$ cat src/hdl/egsm_pkg.sv
package egsm_pkg;

    localparam int NUM_CHANNELS_DEF = 2;

    localparam int CFG_IDX_W  = 3;
    localparam int CFG_DATA_W = 20;

    localparam int TIME_W     = 32;
    localparam int LOCKOUT_W  = 20;
    localparam int SAMPLE_W   = 16;
    localparam int GAPS_W     = 16;
    localparam int SCALE_W    = 16;
    localparam int PROD_W     = 48;
    localparam int QUOT_W     = 32;
    localparam int DIV_CNT_W  = 5;

    localparam logic [LOCKOUT_W-1:0] LOCKOUT_RST = 20'd5000;
    localparam logic [SAMPLE_W-1:0]  SAMPLE_RST  = 16'd100;
    localparam logic [GAPS_W-1:0]    GAPS_RST    = 16'd815;
    localparam logic [SCALE_W-1:0]   SCALE_RST   = 16'd600;

    localparam logic [CFG_IDX_W-1:0] CFG_ENABLE_LEFT  = 3'd0;
    localparam logic [CFG_IDX_W-1:0] CFG_ENABLE_RIGHT = 3'd1;
    localparam logic [CFG_IDX_W-1:0] CFG_LOCKOUT_US   = 3'd2;
    localparam logic [CFG_IDX_W-1:0] CFG_SAMPLE_MS    = 3'd3;
    localparam logic [CFG_IDX_W-1:0] CFG_GAPS_Q8      = 3'd4;
    localparam logic [CFG_IDX_W-1:0] CFG_SPEED_SCALE  = 3'd5;

    localparam logic [1:0] MODE_EDGE  = 2'd0;
    localparam logic [1:0] MODE_SPEED = 2'd1;
    localparam logic [1:0] MODE_GAPS  = 2'd2;

    typedef enum logic [2:0] {
        ST_IDLE,
        ST_EVAL,
        ST_MUL_NUM,
        ST_MUL_DEN,
        ST_CHK,
        ST_DIV,
        ST_PUT
    } t_state;

    typedef struct packed {
        logic [1:0]        mode;
        logic              channel;
        logic [TIME_W-1:0] now_us;
        logic [TIME_W-1:0] now_ms;
    } t_in_item;

    typedef struct packed {
        logic              result_channel;
        logic [QUOT_W-1:0] speed_q8;
        logic [TIME_W-1:0] gap_count;
        logic              speed_updated;
    } t_out_item;

endpackage

$ cat src/hdl/encoder_gap_speed_meter.sv
// edge and gap count transactions pass through the evaluation and put states into the output register
// a speed query that recomputes runs two products through one shared
// 16x32 multiplier, a saturation check, then 32 divider steps; it skips the divider when it saturates
// one transaction in flight: the next is taken once the current one reaches the output
// register; an output stall holds the current transaction in the put state
// reset (synchronous, active low) clears all channel state and loads register defaults
module encoder_gap_speed_meter #(
    parameter int NUM_CHANNELS = egsm_pkg::NUM_CHANNELS_DEF
) (
    input  logic                                 i_clk,
    input  logic                                 i_rst_n,
    input  logic                                 i_in_valid,
    output logic                                 o_in_stall,
    input  egsm_pkg::t_in_item                   i_in_item,
    output logic                                 o_out_valid,
    input  logic                                 i_out_stall,
    output egsm_pkg::t_out_item                  o_out_item,
    input  logic                                 i_cfg_we,
    input  logic [egsm_pkg::CFG_IDX_W-1:0]       i_cfg_idx,
    input  logic [egsm_pkg::CFG_DATA_W-1:0]      i_cfg_data
);

    localparam int IDX_W = (NUM_CHANNELS > 1) ? $clog2(NUM_CHANNELS) : 1;

    // configuration
    logic                               r_en_left;
    logic                               r_en_right;
    logic [egsm_pkg::LOCKOUT_W-1:0]     r_lockout;
    logic [egsm_pkg::SAMPLE_W-1:0]      r_sample_ms;
    logic [egsm_pkg::GAPS_W-1:0]        r_gaps_q8;
    logic [egsm_pkg::SCALE_W-1:0]       r_scale;

    // per channel state
    logic [egsm_pkg::TIME_W-1:0]        r_gap_cnt     [NUM_CHANNELS];
    logic [egsm_pkg::TIME_W-1:0]        r_last_pulse  [NUM_CHANNELS];
    logic [egsm_pkg::TIME_W-1:0]        r_last_sample [NUM_CHANNELS];
    logic [egsm_pkg::TIME_W-1:0]        r_cnt_sample  [NUM_CHANNELS];
    logic [egsm_pkg::QUOT_W-1:0]        r_speed_st    [NUM_CHANNELS];

    egsm_pkg::t_state                   r_state;
    egsm_pkg::t_state                   n_state;

    // transaction payload
    logic [1:0]                         r_mode;
    logic [IDX_W-1:0]                   r_ch;
    logic [egsm_pkg::TIME_W-1:0]        r_now_us;
    logic [egsm_pkg::TIME_W-1:0]        r_now_ms;
    logic [egsm_pkg::TIME_W-1:0]        r_gap;
    logic [egsm_pkg::QUOT_W-1:0]        r_speed;
    logic                               r_upd;
    logic [egsm_pkg::TIME_W-1:0]        r_delta;
    logic [egsm_pkg::TIME_W-1:0]        r_diff;
    logic [egsm_pkg::PROD_W-1:0]        r_num;
    logic [egsm_pkg::PROD_W-1:0]        r_den;
    logic [egsm_pkg::PROD_W-1:0]        r_rem;
    logic [egsm_pkg::QUOT_W-1:0]        r_quo;
    logic [egsm_pkg::DIV_CNT_W-1:0]     r_cnt;

    logic                               r_out_valid;
    egsm_pkg::t_out_item                r_out;

    logic [IDX_W-1:0]                   w_ch_idx;
    logic                               w_in_fire;
    logic                               w_put;
    logic                               w_mul_num;

    logic [egsm_pkg::TIME_W-1:0]        w_gap_cur;
    logic [egsm_pkg::TIME_W-1:0]        w_pulse_cur;
    logic [egsm_pkg::TIME_W-1:0]        w_sample_cur;
    logic [egsm_pkg::TIME_W-1:0]        w_cnt_cur;
    logic                               w_enabled;
    logic                               w_pulse_ok;
    logic [egsm_pkg::TIME_W-1:0]        w_diff_ms;
    logic                               w_need_div;
    logic [egsm_pkg::TIME_W-1:0]        w_gap_next;

    logic [egsm_pkg::SCALE_W-1:0]       w_mul_a;
    logic [egsm_pkg::TIME_W-1:0]        w_mul_b;
    logic [egsm_pkg::PROD_W-1:0]        w_prod;

    logic                               w_sat;
    logic [egsm_pkg::PROD_W:0]          w_shift;
    logic [egsm_pkg::PROD_W+1:0]        w_sub;
    logic                               w_ge;
    logic                               w_div_last;

    // channel select: forced to channel 0 with a single channel, else the item's channel bit
    always_comb begin
        if (NUM_CHANNELS == 1) begin
            w_ch_idx = '0;
        end else begin
            w_ch_idx = IDX_W'(i_in_item.channel);
        end
    end

    // channel state lookup and item decision
    always_comb begin
        w_gap_cur    = r_gap_cnt[r_ch];
        w_pulse_cur  = r_last_pulse[r_ch];
        w_sample_cur = r_last_sample[r_ch];
        w_cnt_cur    = r_cnt_sample[r_ch];
        w_enabled    = (r_ch == '0) ? r_en_left : r_en_right;
        w_pulse_ok   = (r_now_us - w_pulse_cur) >
                       {{(egsm_pkg::TIME_W-egsm_pkg::LOCKOUT_W){1'b0}}, r_lockout};
        w_diff_ms    = r_now_ms - w_sample_cur;
        w_need_div   = (r_mode == egsm_pkg::MODE_SPEED) &&
                       (w_diff_ms > {{(egsm_pkg::TIME_W-egsm_pkg::SAMPLE_W){1'b0}}, r_sample_ms});
        w_gap_next   = w_gap_cur;
        if (r_mode == egsm_pkg::MODE_EDGE) begin
            if (!w_enabled) begin
                w_gap_next = '0;
            end else if (w_pulse_ok) begin
                w_gap_next = w_gap_cur + 1'b1;
            end
        end
    end

    // shared multiplier: scale*delta, then gaps*diff
    assign w_mul_a = w_mul_num ? r_scale : r_gaps_q8;
    assign w_mul_b = w_mul_num ? r_delta : r_diff;
    assign w_prod  = egsm_pkg::PROD_W'(w_mul_a) * egsm_pkg::PROD_W'(w_mul_b);

    // saturate when den is zero, or when the quotient overflows 32 bits: scale*delta >= den * 2^16
    assign w_sat = (r_den == '0) ||
                   ({{egsm_pkg::SCALE_W{1'b0}}, r_num} >= {r_den, {egsm_pkg::SCALE_W{1'b0}}});

    // restoring divider step
    assign w_shift    = {r_rem, r_quo[egsm_pkg::QUOT_W-1]};
    assign w_sub      = {1'b0, w_shift} - {2'b00, r_den};
    assign w_ge       = !w_sub[egsm_pkg::PROD_W+1];
    assign w_div_last = (r_cnt == egsm_pkg::DIV_CNT_W'(egsm_pkg::QUOT_W - 1));

    // next state
    always_comb begin
        n_state = r_state;
        unique case (r_state)
            egsm_pkg::ST_IDLE: begin
                if (i_in_valid) begin
                    n_state = egsm_pkg::ST_EVAL;
                end
            end
            egsm_pkg::ST_EVAL: begin
                n_state = w_need_div ? egsm_pkg::ST_MUL_NUM : egsm_pkg::ST_PUT;
            end
            egsm_pkg::ST_MUL_NUM: begin
                n_state = egsm_pkg::ST_MUL_DEN;
            end
            egsm_pkg::ST_MUL_DEN: begin
                n_state = egsm_pkg::ST_CHK;
            end
            egsm_pkg::ST_CHK: begin
                n_state = w_sat ? egsm_pkg::ST_PUT : egsm_pkg::ST_DIV;
            end
            egsm_pkg::ST_DIV: begin
                if (w_div_last) begin
                    n_state = egsm_pkg::ST_PUT;
                end
            end
            egsm_pkg::ST_PUT: begin
                if (!r_out_valid || !i_out_stall) begin
                    n_state = egsm_pkg::ST_IDLE;
                end
            end
            default: begin
                n_state = egsm_pkg::ST_IDLE;
            end
        endcase
    end

    // sequencer outputs
    always_comb begin
        o_in_stall = (r_state != egsm_pkg::ST_IDLE);
        w_in_fire  = (r_state == egsm_pkg::ST_IDLE) && i_in_valid;
        w_put      = (r_state == egsm_pkg::ST_PUT) && (!r_out_valid || !i_out_stall);
        w_mul_num  = (r_state == egsm_pkg::ST_MUL_NUM);
    end

    // control, configuration and channel state
    always_ff @(posedge i_clk) begin
        if (!i_rst_n) begin
            r_state     <= egsm_pkg::ST_IDLE;
            r_out_valid <= 1'b0;
            r_en_left   <= 1'b0;
            r_en_right  <= 1'b0;
            r_lockout   <= egsm_pkg::LOCKOUT_RST;
            r_sample_ms <= egsm_pkg::SAMPLE_RST;
            r_gaps_q8   <= egsm_pkg::GAPS_RST;
            r_scale     <= egsm_pkg::SCALE_RST;
            for (int i = 0; i < NUM_CHANNELS; i++) begin
                r_gap_cnt[i]     <= '0;
                r_last_pulse[i]  <= '0;
                r_last_sample[i] <= '0;
                r_cnt_sample[i]  <= '0;
                r_speed_st[i]    <= '0;
            end
        end else begin
            r_state <= n_state;

            if (w_put) begin
                r_out_valid <= 1'b1;
            end else if (!i_out_stall) begin
                r_out_valid <= 1'b0;
            end

            if (i_cfg_we) begin
                unique case (i_cfg_idx)
                    egsm_pkg::CFG_ENABLE_LEFT:  r_en_left   <= i_cfg_data[0];
                    egsm_pkg::CFG_ENABLE_RIGHT: r_en_right  <= i_cfg_data[0];
                    egsm_pkg::CFG_LOCKOUT_US:   r_lockout   <= i_cfg_data;
                    egsm_pkg::CFG_SAMPLE_MS:    r_sample_ms <= i_cfg_data[egsm_pkg::SAMPLE_W-1:0];
                    egsm_pkg::CFG_GAPS_Q8:      r_gaps_q8   <= i_cfg_data[egsm_pkg::GAPS_W-1:0];
                    egsm_pkg::CFG_SPEED_SCALE:  r_scale     <= i_cfg_data[egsm_pkg::SCALE_W-1:0];
                    default: begin
                    end
                endcase
            end

            if (r_state == egsm_pkg::ST_EVAL && r_mode == egsm_pkg::MODE_EDGE) begin
                r_gap_cnt[r_ch] <= w_gap_next;
                if (w_enabled && w_pulse_ok) begin
                    r_last_pulse[r_ch] <= r_now_us;
                end
            end

            if (w_put && r_upd) begin
                r_speed_st[r_ch]    <= r_speed;
                r_last_sample[r_ch] <= r_now_ms;
                r_cnt_sample[r_ch]  <= r_gap;
            end
        end
    end

    // datapath
    always_ff @(posedge i_clk) begin
        if (w_in_fire) begin
            r_mode   <= i_in_item.mode;
            r_ch     <= w_ch_idx;
            r_now_us <= i_in_item.now_us;
            r_now_ms <= i_in_item.now_ms;
        end

        unique case (r_state)
            egsm_pkg::ST_EVAL: begin
                r_gap   <= w_gap_next;
                r_speed <= r_speed_st[r_ch];
                r_upd   <= w_need_div;
                r_delta <= w_gap_cur - w_cnt_cur;
                r_diff  <= w_diff_ms;
            end
            egsm_pkg::ST_MUL_NUM: begin
                r_num <= w_prod;
            end
            egsm_pkg::ST_MUL_DEN: begin
                r_den <= w_prod;
            end
            egsm_pkg::ST_CHK: begin
                // dividend = num << 16: high part seeds the remainder, the rest shifts in
                r_rem   <= {{egsm_pkg::SCALE_W{1'b0}},
                            r_num[egsm_pkg::PROD_W-1:egsm_pkg::SCALE_W]};
                r_quo   <= {r_num[egsm_pkg::SCALE_W-1:0], {egsm_pkg::SCALE_W{1'b0}}};
                r_cnt   <= '0;
                if (w_sat) begin
                    r_speed <= '1;
                end
            end
            egsm_pkg::ST_DIV: begin
                r_rem <= w_ge ? w_sub[egsm_pkg::PROD_W-1:0] : w_shift[egsm_pkg::PROD_W-1:0];
                r_quo <= {r_quo[egsm_pkg::QUOT_W-2:0], w_ge};
                r_cnt <= r_cnt + 1'b1;
                if (w_div_last) begin
                    r_speed <= {r_quo[egsm_pkg::QUOT_W-2:0], w_ge};
                end
            end
            default: begin
            end
        endcase

        if (w_put) begin
            r_out.result_channel <= r_ch[0];
            r_out.speed_q8       <= r_speed;
            r_out.gap_count      <= r_gap;
            r_out.speed_updated  <= r_upd;
        end
    end

    assign o_out_valid = r_out_valid;
    assign o_out_item  = r_out;

    a_accept_to_eval: assert property (@(posedge i_clk) disable iff (!i_rst_n)
        w_in_fire |=> (r_state == egsm_pkg::ST_EVAL))
        else $error("accepted transaction did not enter evaluation");

    a_rem_below_den: assert property (@(posedge i_clk) disable iff (!i_rst_n)
        (r_state == egsm_pkg::ST_DIV) |-> (r_rem < r_den))
        else $error("divider remainder not below divisor");

    a_put_loads_out: assert property (@(posedge i_clk) disable iff (!i_rst_n)
        w_put |=> (o_out_valid && r_state == egsm_pkg::ST_IDLE))
        else $error("result not loaded into output register");

    a_zero_den_sat: assert property (@(posedge i_clk) disable iff (!i_rst_n)
        (r_state == egsm_pkg::ST_CHK && r_den == '0) |=>
        (r_speed == '1 && r_state == egsm_pkg::ST_PUT))
        else $error("zero divisor did not saturate");

endmodule
$ cat config.mk
export PLATFORM = sky130hd
export DESIGN_NAME = encoder_gap_speed_meter
export DESIGN_NICKNAME = d
export VERILOG_FILES = /design/src/hdl/egsm_pkg.sv /design/src/hdl/encoder_gap_speed_meter.sv
export SDC_FILE = /design/constraint.sdc
export NUM_CORES = 2
export LEC_CHECK = 0
export BUFFER_PORTS_ARGS = -buffer_cell sky130_fd_sc_hd__buf_2
export CAP_MARGIN = 25
export CORE_MARGIN = 2
export CORE_UTILIZATION = 65
export CTS_CLUSTER_SIZE = 20
export DETAILED_ROUTE_END_ITERATION = 10
export PLACE_DENSITY = 0.83
export SLEW_MARGIN = 5
export SYNTH_ARGS = -nofsm -noshare
export SYNTH_HDL_FRONTEND = slang
export SYNTH_SLANG_ARGS = --single-unit
$ cat constraint.sdc
create_clock -name i_clk -period 21 [get_ports i_clk]
set_input_delay 2.1 -clock i_clk [delete_from_list [all_inputs] [get_ports i_clk]]
set_output_delay 2.1 -clock i_clk [all_outputs]
set_load 0.05 [all_outputs]
==> summary.txt <==
Status -> complete, no violations
CTS clock-pin slew for the worst setup and hold paths -> 70 ps
Hold Violations, Final -> 0
Part of the cycle the worst path needs -> 46.4%
Placed cell area -> 59700 µm²
Worst setup margin -> 11250 ps
Chip Height -> 302 µm
PortBufs -> 162
Post-CTS Setup Inserts -> 0
Vias in the first global route -> 40963
RSZ-0062 raised after global routing -> false
First-pass GRT wire length -> 227000 µm
Register Area -> 24400 µm²
WP buf/inv -> 6
Area of the multi-input gates -> 30300 µm²
Hold crit path type -> reg2reg
Overall routing resource usage -> 32.4%
#FFs+latches synth -> 838
Clock Tree Buf Depth -> 3
P&R area growth vs syn -> 8.60%
Area leader, netlist -> edfxtp_1
Slew Limit Fails -> 0
Slowest cell on crit path -> mux2i_4
CTS tree -> done
CP required -> 21400 ps
Synth area leaders -> edfxtp_1, fa_1, ha_1, nand2_1, inv_1
Slew margin rel. -> 25.8%
CTS hold repair buffers -> 0
Fin crit period -> 9750 ps
Crit-path leading delay family -> adder cells
CP dominant cell by count -> fa_1
Synth top area share -> 39.8%
Clock Latency Late Sink -> 680 ps
Crit path largest cell delay -> 980 ps
Total length of routed wires -> 146000 µm
Async SR Flop Fraction -> 0%
Startpoint types -> flip-flop
DR iter-0 viols -> 4229
Fmax -> 103 MHz
Core area -> 88100 µm²
Syn Inst Count -> 5345
Initial antenna violation count -> 7
Setup crit end kind -> flip-flop
Critical path type -> reg2reg
Die ar. -> 91000 µm²
Nets -> 6295
Pre-CTS setup slack -> 11340 ps
Sequential cell area fraction in the yosys report -> 42.4%
Clock sink total -> 838
WL/cell -> 21.9 µm
Layout cells sized above 1 -> 8.38%
HPWL after DPL -> 104000 µm
Vias per cell -> 6.09
Core Util, Final -> 71.0%
Grt ovf -> 0
I/O pins -> 163
Detail Route Antenna Nets -> 0
Worst slew pin tran -> 1080 ps
Count of different cell masters after synthesis -> 72
H-tree Lvls -> 3
Vias -> 40709
Fin area -> 62600 µm²
Worst Skew -> 30.8 ps
Top-count cell post-synth -> edfxtp_1
FILL cells -> 6176
Critical Path Fanout Max -> 139
# DRC -> 0
# rows -> 109
Syn avg cell area -> 10.8 µm²
Yosys Warn Count -> 0
Total CTS buffers -> 84
Post-synth EDFFs -> 763
CP arrival -> 10160 ps
Post-cts resize count -> 0
Largest net degree at the start of global routing -> 140
Final GP Congestion -> 0.970
Die X -> 302 µm
Max_cap viols -> 0
Final setup fails -> 0
Synth Flop Type -> edfxtp_1
Syn nets -> 6194
Initial core utilization -> 65.4%
Final TNS setup -> 0 ps
Clock root buffer -> clkbuf_16
Commonest cells post-synth -> edfxtp_1, nand2_1, inv_1
DR pass1 iterations -> 10
Post-Syn Area -> 57600 µm²
state kept, by name (all words and copies together) (netlist names), 16 cells and up, named ones only:
name and count:
o_out_item 66, r_cnt_sample 64, r_delta 32, r_den 48, r_diff 32, r_gap 32
r_gap_cnt 64, r_gaps_q8 16, r_last_pulse 64, r_last_sample 64, r_lockout 20, r_now_ms 32
r_now_us 32, r_num 48, r_quo 32, r_rem 48, r_sample_ms 16, r_scale 16
r_speed 32, r_speed_st 64
per-stage QoR:
stage	hold WS, ps	std cells
floorplan	418	5345
global placement	440	6512
detailed placement	446	6519
CTS	460	6673
global route	475	6683
finish	460	6683
final timing paths:
| kind | cells past startpoint | slack (ps) | endpoint | start |
|---|---|---|---|---|
| worst max-delay path | 28 | 11250 | r_den[46] | r_state[1] |
| worst min-delay path | 0 | 460 | o_out_item[50] | r_speed[17] |
| worst max register to register | 28 | 11250 | r_den[46] | r_state[1] |
| worst min register to register | 0 | 460 | o_out_item[50] | r_speed[17] |
cell families after synthesis:
logic type               Yosys count  share of synthesized area (%)
AO/OA/AOI/OAI                    733                           8.42
XOR/XNOR                         180                           2.74
adder cells (fa/ha/maj)          754                           21.9
buffers and inverters            800                           5.23
flip-flops                       838                           42.4
multiplexers                     299                           5.36
AND/OR/NAND/NOR                 1741                           14.0
worst reg2reg max path, delay by kind of cell (launching register included):
kind                       cells  cell delay (ps)
AOI/OAI and AO/OA              8             2240
xor gates and xnor gates       1              170
DFF                            1              500
adders and majority gates      7             3360
muxes                          1             1170
buffers and inverters          6              970
and+or+nand+nor                5             1070
final cells by class:
type | instances | area share (%)
multi-input combinational | 3707 | 48.5
antenna | 4 | 0.0160
tap | 1165 | 2.33
timing repair buffer | 219 | 2.10
clock buffer | 96 | 3.50
clock inverter | 58 | 0.958
sequential | 838 | 39.0
inverter | 596 | 3.58
cells in the final DEF (no fill, tap or decap), types with 13 or more instances in the layout:
master     count
nand2b_1      29
nor2_1       450
mux2i_1      216
fa_1         422
nor3_1        51
clkbuf_16     86
dfxtp_1       74
buf_2        163
o21ai_0      135
clkinv_1      20
nand3_1       71
xnor2_1      126
mux2_2        76
o211ai_1      16
a21oi_1      191
nand4_1       42
ha_1         332
nor4_1        19
o31a_1        34
clkinv_2      15
nor2b_1       41
o21bai_1      29
edfxtp_1     763
a21boi_0      53
o21a_1        35
and3_1       141
nand2_1      640
o31ai_1       13
a211oi_1      29
buf_4         51
a31oi_1       20
xor2_1        54
a21o_1        97
inv_1        595
and2_1       192
layer usage:
layer  vias up  wire length, µm  track usage, %
met3       351            12500            6.11
met1     19950            57800            42.4
met5         -                0               0
li1      18462                -               -
met2      1946            69600            53.3
met4         0             6330            13.7
Power is not shown: default switching activity piles up to over one toggle a cycle in this logic, so the estimate is an artifact.
